`src/hdl/qxmm_pkg.sv`:
```
// ----------------------------------------------------------------------------
// qxmm_pkg
// Types and constants shared by the X-quad motor mixer and pulse-width fit.
// ----------------------------------------------------------------------------
package qxmm_pkg;

	localparam int unsigned NUM_MOTORS = 4;
	localparam int unsigned PULSE_W    = 12;

	localparam logic [PULSE_W-1:0] PULSE_MAX = 12'd4095;

	// configuration register indexes
	typedef enum logic [2:0] {
		REG_THRUST_GAIN     = 3'd0,
		REG_ROLL_PITCH_GAIN = 3'd1,
		REG_YAW_GAIN        = 3'd2,
		REG_POLY_SQUARE     = 3'd3,
		REG_POLY_LINEAR     = 3'd4,
		REG_POLY_OFFSET     = 3'd5
	} cfg_reg_t;

	// reset values
	localparam logic [31:0] THRUST_GAIN_RST     = 32'd1241212;
	localparam logic [31:0] ROLL_PITCH_GAIN_RST = 32'd7632;
	localparam logic [31:0] YAW_GAIN_RST        = 32'd75502;
	localparam logic [31:0] POLY_SQUARE_MAG_RST = 32'd385621;
	localparam logic        POLY_SQUARE_NEG_RST = 1'b1;
	localparam logic [31:0] POLY_LINEAR_RST     = 32'd9706626;
	localparam logic [31:0] POLY_OFFSET_RST     = 32'd70556058;

	// mixing signs, bit i set where motor i takes the negative term
	localparam logic [NUM_MOTORS-1:0] NEG_ROLL  = 4'b1100;
	localparam logic [NUM_MOTORS-1:0] NEG_PITCH = 4'b1001;
	localparam logic [NUM_MOTORS-1:0] NEG_YAW   = 4'b1010;

	// live configuration, quadratic coefficient kept as sign and magnitude
	typedef struct packed {
		logic        [31:0] thrust_gain;
		logic        [31:0] roll_pitch_gain;
		logic        [31:0] yaw_gain;
		logic        [31:0] a2_mag;
		logic               a2_neg;
		logic signed [31:0] a1;
		logic        [31:0] a0;
	} cfg_t;

	// one motor lane result
	typedef struct packed {
		logic               vld;
		logic [PULSE_W-1:0] pulse;
		logic               clamp;
	} lane_res_t;

endpackage

```
`src/hdl/qxmm_cfg.sv`:
```
// ----------------------------------------------------------------------------
// qxmm_cfg
// Configuration register file, written through a plain write port.
// ----------------------------------------------------------------------------
module qxmm_cfg
	import qxmm_pkg::*;
(
	input  logic        clk,
	input  logic        arst_n,
	input  logic        cfg_wr_en,
	input  logic [2:0]  cfg_index,
	input  logic [31:0] cfg_data,
	output cfg_t        cfg
);

	logic        [31:0] thrust_gain_q;
	logic        [31:0] roll_pitch_gain_q;
	logic        [31:0] yaw_gain_q;
	logic        [31:0] a2_mag_q;
	logic               a2_neg_q;
	logic signed [31:0] a1_q;
	logic        [31:0] a0_q;

	// magnitude of a negative word, -2^31 maps to 2^31
	logic [31:0] data_neg;
	assign data_neg = (~cfg_data) + 32'd1;

	always_ff @(posedge clk or negedge arst_n) begin
		if (!arst_n) begin
			thrust_gain_q     <= THRUST_GAIN_RST;
			roll_pitch_gain_q <= ROLL_PITCH_GAIN_RST;
			yaw_gain_q        <= YAW_GAIN_RST;
			a2_mag_q          <= POLY_SQUARE_MAG_RST;
			a2_neg_q          <= POLY_SQUARE_NEG_RST;
			a1_q              <= POLY_LINEAR_RST;
			a0_q              <= POLY_OFFSET_RST;
		end else if (cfg_wr_en) begin
			case (cfg_reg_t'(cfg_index))
				REG_THRUST_GAIN:     thrust_gain_q     <= cfg_data;
				REG_ROLL_PITCH_GAIN: roll_pitch_gain_q <= cfg_data;
				REG_YAW_GAIN:        yaw_gain_q        <= cfg_data;
				REG_POLY_SQUARE: begin
					a2_neg_q <= cfg_data[31];
					a2_mag_q <= cfg_data[31] ? data_neg : cfg_data;
				end
				REG_POLY_LINEAR:     a1_q              <= cfg_data;
				REG_POLY_OFFSET:     a0_q              <= cfg_data;
				default: ;
			endcase
		end
	end

	assign cfg.thrust_gain     = thrust_gain_q;
	assign cfg.roll_pitch_gain = roll_pitch_gain_q;
	assign cfg.yaw_gain        = yaw_gain_q;
	assign cfg.a2_mag          = a2_mag_q;
	assign cfg.a2_neg          = a2_neg_q;
	assign cfg.a1              = a1_q;
	assign cfg.a0              = a0_q;

endmodule

```
`config.mk`:
```
export PLATFORM = sky130hd
export DESIGN_NAME = qxmm_cfg
export DESIGN_NICKNAME = d
export VERILOG_FILES = /design/src/hdl/qxmm_pkg.sv /design/src/hdl/qxmm_cfg.sv
export SDC_FILE = /design/constraint.sdc
export NUM_CORES = 1
export LEC_CHECK = 0
export ABC_AREA = 1
export BUFFER_PORTS_ARGS = -buffer_cell sky130_fd_sc_hd__buf_2
export CAP_MARGIN = 5
export CORE_MARGIN = 2
export CORE_UTILIZATION = 29
export CTS_CLUSTER_SIZE = 28
export DETAILED_ROUTE_END_ITERATION = 16
export PLACE_DENSITY = 0.48
export SYNTH_ARGS = -nofsm -noshare
export SYNTH_HDL_FRONTEND = slang
export SYNTH_SLANG_ARGS = --single-unit
export TNS_END_PERCENT = 20
```
`constraint.sdc`:
```
create_clock -name clk -period 1.1 [get_ports clk]
set_clock_uncertainty 0.2 [all_clocks]
set_input_delay 0.22 -clock clk [delete_from_list [all_inputs] [get_ports clk]]
set_output_delay 0.22 -clock clk [all_outputs]
set_load 0.03 [all_outputs]
```
==> metrics.txt <==
# TYPE chip_impl_metric gauge
chip_impl_metric{name="syn_nets",unit=""} 895
chip_impl_metric{name="whs",unit="ns"} -0.02649
chip_impl_metric{name="port-buffer-count",unit=""} 230
chip_impl_metric{name="p_per_area",unit="nW/um^2"} 1934
chip_impl_metric{name="fp.dieArea",unit="sq um"} 29060
chip_impl_metric{name="finalMaxSlewViolations",unit=""} 0
chip_impl_metric{name="core.rowCount",unit=""} 60
chip_impl_metric{name="cts-htree-levels",unit=""} 4
chip_impl_info{name="regToRegEndpoint",value="a0_q[1]$_DFFE_PN1P_"} 1
chip_impl_info{name="result_of_the_run",value="finished with violations"} 1
chip_impl_metric{name="drt-pass1-iter-count",unit=""} 5
chip_impl_metric{name="yosysUniqueCellTypes",unit=""} 27
chip_impl_metric{name="drc_errors",unit=""} 0
chip_impl_metric{name="worst_ep_required_time",unit="ns"} 0.68
chip_impl_metric{name="post-synth-top-area-fraction",unit="%"} 41.73
chip_impl_metric{name="worstPathBufferInverterCount",unit=""} 1
chip_impl_metric{name="cap_viol_max_count",unit=""} 0
chip_impl_metric{name="flow.area_growth_from_synthesis",unit="%"} 56.97
chip_impl_metric{name="gpl.final_weighted_congestion",unit=""} 0.7801
chip_impl_metric{name="numCtsBuffers",unit=""} 17
chip_impl_metric{name="setup-violations-final",unit=""} 198
chip_impl_metric{name="overall_global_routing_resource_usage",unit="%"} 18.51
chip_impl_metric{name="overflow",unit=""} 0
chip_impl_info{name="critical_path.endpoint_type",value="output pin"} 1
chip_impl_metric{name="synth-seq-cells",unit=""} 193
chip_impl_metric{name="synth-seq-area-share",unit="%"} 61.02
chip_impl_metric{name="timing.critical_path.arrival",unit="ns"} 1.13
chip_impl_metric{name="clock_sink_total",unit=""} 193
chip_impl_info{name="crit-reg2reg-launch",value="a0_q[1]$_DFFE_PN1P_"} 1
chip_impl_metric{name="placement.setup.worst_slack",unit="ns"} -0.5314
chip_impl_metric{name="initial_util",unit="%"} 29.65
chip_impl_metric{name="core",unit="sq um"} 27100
chip_impl_metric{name="hold_viol",unit=""} 2
chip_impl_info{name="failed_checks",value="hold timing, setup timing"} 1
chip_impl_metric{name="layout-drive-gt1-share",unit="%"} 41.00
chip_impl_info{name="rsz0062_at_grt",value="true"} 1
chip_impl_metric{name="routed_via_density",unit=""} 4.420
chip_impl_metric{name="fp.dieH",unit="um"} 170.5
chip_impl_info{name="cp-start-kind",value="flop"} 1
chip_impl_metric{name="final_min_period_over_clock_period",unit="%"} 140.5
chip_impl_metric{name="vias_in_the_first_global_route",unit=""} 6881
chip_impl_info{name="netlist.top_cell.by_area",value="sky130_fd_sc_hd__dfrtp_1"} 1
chip_impl_metric{name="worst-slew-pin-transition",unit="ns"} 0.3102
chip_impl_metric{name="clk_lat_worst_skew",unit="ns"} 0.43
chip_impl_metric{name="nets",unit=""} 1226
chip_impl_metric{name="average_routed_wire_per_standard_cell",unit="um"} 16.60
chip_impl_info{name="crit_end",value="cfg[67]"} 1
chip_impl_metric{name="fillers",unit=""} 2597
chip_impl_metric{name="cts.reportedPaths.clkPinSlew",unit="ns"} 0.08
chip_impl_metric{name="drt_first_iter_violations",unit=""} 392
chip_impl_metric{name="finalCriticalPeriod",unit="ns"} 1.546
chip_impl_metric{name="grt_first_pass_wirelength",unit="um"} 40850
chip_impl_metric{name="synth-async-reset-ratio",unit="%"} 100.0
chip_impl_metric{name="max-vdd-ir-drop",unit="uV"} 971.6
chip_impl_info{name="clockRootBuffer",value="sky130_fd_sc_hd__clkbuf_16"} 1
chip_impl_metric{name="antenna_violations_before_repair",unit=""} 1
chip_impl_info{name="yosys.cell_count.top_type",value="sky130_fd_sc_hd__nand2_1"} 1
chip_impl_metric{name="layoutNonFillerInstCount",unit=""} 1573
chip_impl_info{name="cp_cell_sequence",value="buf_6"} 1
chip_impl_metric{name="worst_r2r_path_depth",unit=""} 3
chip_impl_metric{name="totalWireLength",unit="um"} 26110
chip_impl_info{name="crit_path_start",value="a2_mag_q[2]$_DFFE_PN1P_"} 1
chip_impl_metric{name="place_hpwl",unit="um"} 19140
chip_impl_metric{name="timing.critical_path.fanout_max",unit=""} 2
chip_impl_metric{name="yosys_warnings",unit=""} 0
chip_impl_metric{name="cts_max_path_buffers",unit=""} 2
chip_impl_metric{name="netlist_instances",unit=""} 856
chip_impl_info{name="synth.cells.most_frequent",value="sky130_fd_sc_hd__nand2_1 (276), sky130_fd_sc_hd__dfrtp_1 (134), sky130_fd_sc_hd__o21ai_0 (132), sky130_fd_sc_hd__dfstp_2 (59), sky130_fd_sc_hd__o21ai_1 (50)"} 1
chip_impl_metric{name="finish.utilization",unit="%"} 46.55
chip_impl_metric{name="design.portCount",unit=""} 231
chip_impl_metric{name="syn_area",unit="sq um"} 8036
chip_impl_metric{name="dp_cell_count",unit=""} 1517
chip_impl_metric{name="finalWorstSetupSlack",unit="ns"} -0.4460
chip_impl_info{name="critical_path.slowest_cell",value="sky130_fd_sc_hd__dfstp_2"} 1
chip_impl_metric{name="floorplan_die_width",unit="um"} 170.5
chip_impl_metric{name="synth_area_per_cell",unit="sq um"} 9.388
chip_impl_info{name="critPathTopFamily",value="flip-flops"} 1
chip_impl_metric{name="p_leak",unit="nW"} 6.056
chip_impl_metric{name="synth_enable_flop_cells",unit=""} 0
chip_impl_info{name="min_path_type",value="in -> reg"} 1
chip_impl_metric{name="tns",unit="ns"} -65.23
chip_impl_metric{name="worst_path_largest_cell_delay",unit="ns"} 0.56
chip_impl_metric{name="detailroute.via_count",unit=""} 6952
chip_impl_info{name="dominantRegCellSynth",value="sky130_fd_sc_hd__dfrtp_1"} 1
chip_impl_metric{name="fmaxAchievable",unit="MHz"} 646.8
chip_impl_metric{name="antenna_violating_nets_post_route",unit=""} 0
chip_impl_metric{name="grt_max_degree",unit=""} 54
chip_impl_metric{name="slew_limit_headroom",unit="%"} 79.10
chip_impl_info{name="criticalPathCategory",value="reg -> out"} 1
chip_impl_info{name="tritoncts",value="yes"} 1
chip_impl_metric{name="reg2reg_setup_slack",unit="ns"} 0.08
chip_impl_metric{name="critical_path_depth",unit=""} 1
chip_impl_info{name="synth_area_leaders",value="sky130_fd_sc_hd__dfrtp_1 (42%), sky130_fd_sc_hd__dfstp_2 (19%), sky130_fd_sc_hd__nand2_1 (13%)"} 1
[metrics by stage]
step	instance area [sq um]	power, W
after floorplan	8268	0.01377
after global placement	10570	0.01626
after detailed placement	10570	0.01633
after CTS	12570	0.02466
after global routing	12610	0.02568
final	12610	0.02439
[worst min-delay path by stage]
| stage | startpoint | endpoint | slack [ns] | depth (start not counted) |
|---|---|---|---|---|
| final | cfg_data[30] | a2_mag_q[30]$_DFFE_PN0P_ | -0.03 | 5 |
| after global routing | cfg_data[28] | a2_mag_q[31]$_DFFE_PN0P_ | 0.002 | 4 |
| after CTS | cfg_data[28] | a2_mag_q[31]$_DFFE_PN0P_ | -0.03 | 4 |
| after detailed placement | arst_n | a2_mag_q[17]$_DFFE_PN0P_ | 0.08 | 2 |
| after global placement | arst_n | a2_mag_q[17]$_DFFE_PN0P_ | 0.09 | 2 |
| after floorplan | arst_n | a0_q[0]$_DFFE_PN0P_ | -0.28 | 0 |
[where the power goes]
group	leakage (nW)	switching (W)	internal [W]
clock network	0.288	0.00315	0.00307
logic	3.46	0.00477	0.00358
registers	2.30	0.00107	0.00875
[repair_timing]
item / 4_1_cts / 5_1_grt
setup buffers: 1 / 3
hold endpoints to repair: 215 / 0
pin swaps: 1 / 2
gates resized for setup: 388 / 13
setup endpoints to repair: 201 / 229
hold buffers: 19 / 0
[cells in the final DEF (no fill, tap or decap), types with 18 or more instances in the layout]
cell type and instances:
sky130_fd_sc_hd__o21ai_1 56, sky130_fd_sc_hd__dfstp_2 59, sky130_fd_sc_hd__nand2_1 274, sky130_fd_sc_hd__nand3_1 38
sky130_fd_sc_hd__buf_12 18, sky130_fd_sc_hd__buf_4 87, sky130_fd_sc_hd__dfrtp_1 134, sky130_fd_sc_hd__buf_6 193
sky130_fd_sc_hd__buf_2 36, sky130_fd_sc_hd__inv_1 26, sky130_fd_sc_hd__o21ai_0 125, sky130_fd_sc_hd__nor2_1 20
[metal layers]
metal	global-route usage (%)	vias to the layer above	wire length (um)
met3	6.116	14	1930
met2	29.14	183	11990
met1	24.82	3310	11970
li1	-	3445	-
met4	3.976	0	213
met5	0	-	0
[state kept, by name, summed over array words and instances (netlist names)]
signal and cells:
yaw_gain_q 32, thrust_gain_q 32, a0_q 32, a2_mag_q 32, a2_neg_q 1, roll_pitch_gain_q 32
a1_q 32
[cell type report]
type	instances	area [sq um]	area share, %
flip-flops and latches	193	4903	38.87
repair buffers	354	3571	28.31
multi-input cells	581	2853	22.61
well taps	372	465.4	3.690
clock buffers	18	429.2	3.402
inverters	40	225.2	1.785
clock inverters	14	165.2	1.309
diodes	1	2.502	0.01984
[kinds of logic after synthesis]
logic type | synth area share [%]
buffers and inverters | 5.216
and+or+nand+nor | 20.94
adders and majority gates | 0.1557
AOI/OAI and AO/OA | 11.69
xor gates and xnor gates | 0.9809
DFF | 61.02
Note: power is estimated with default switching activity, not from simulation.
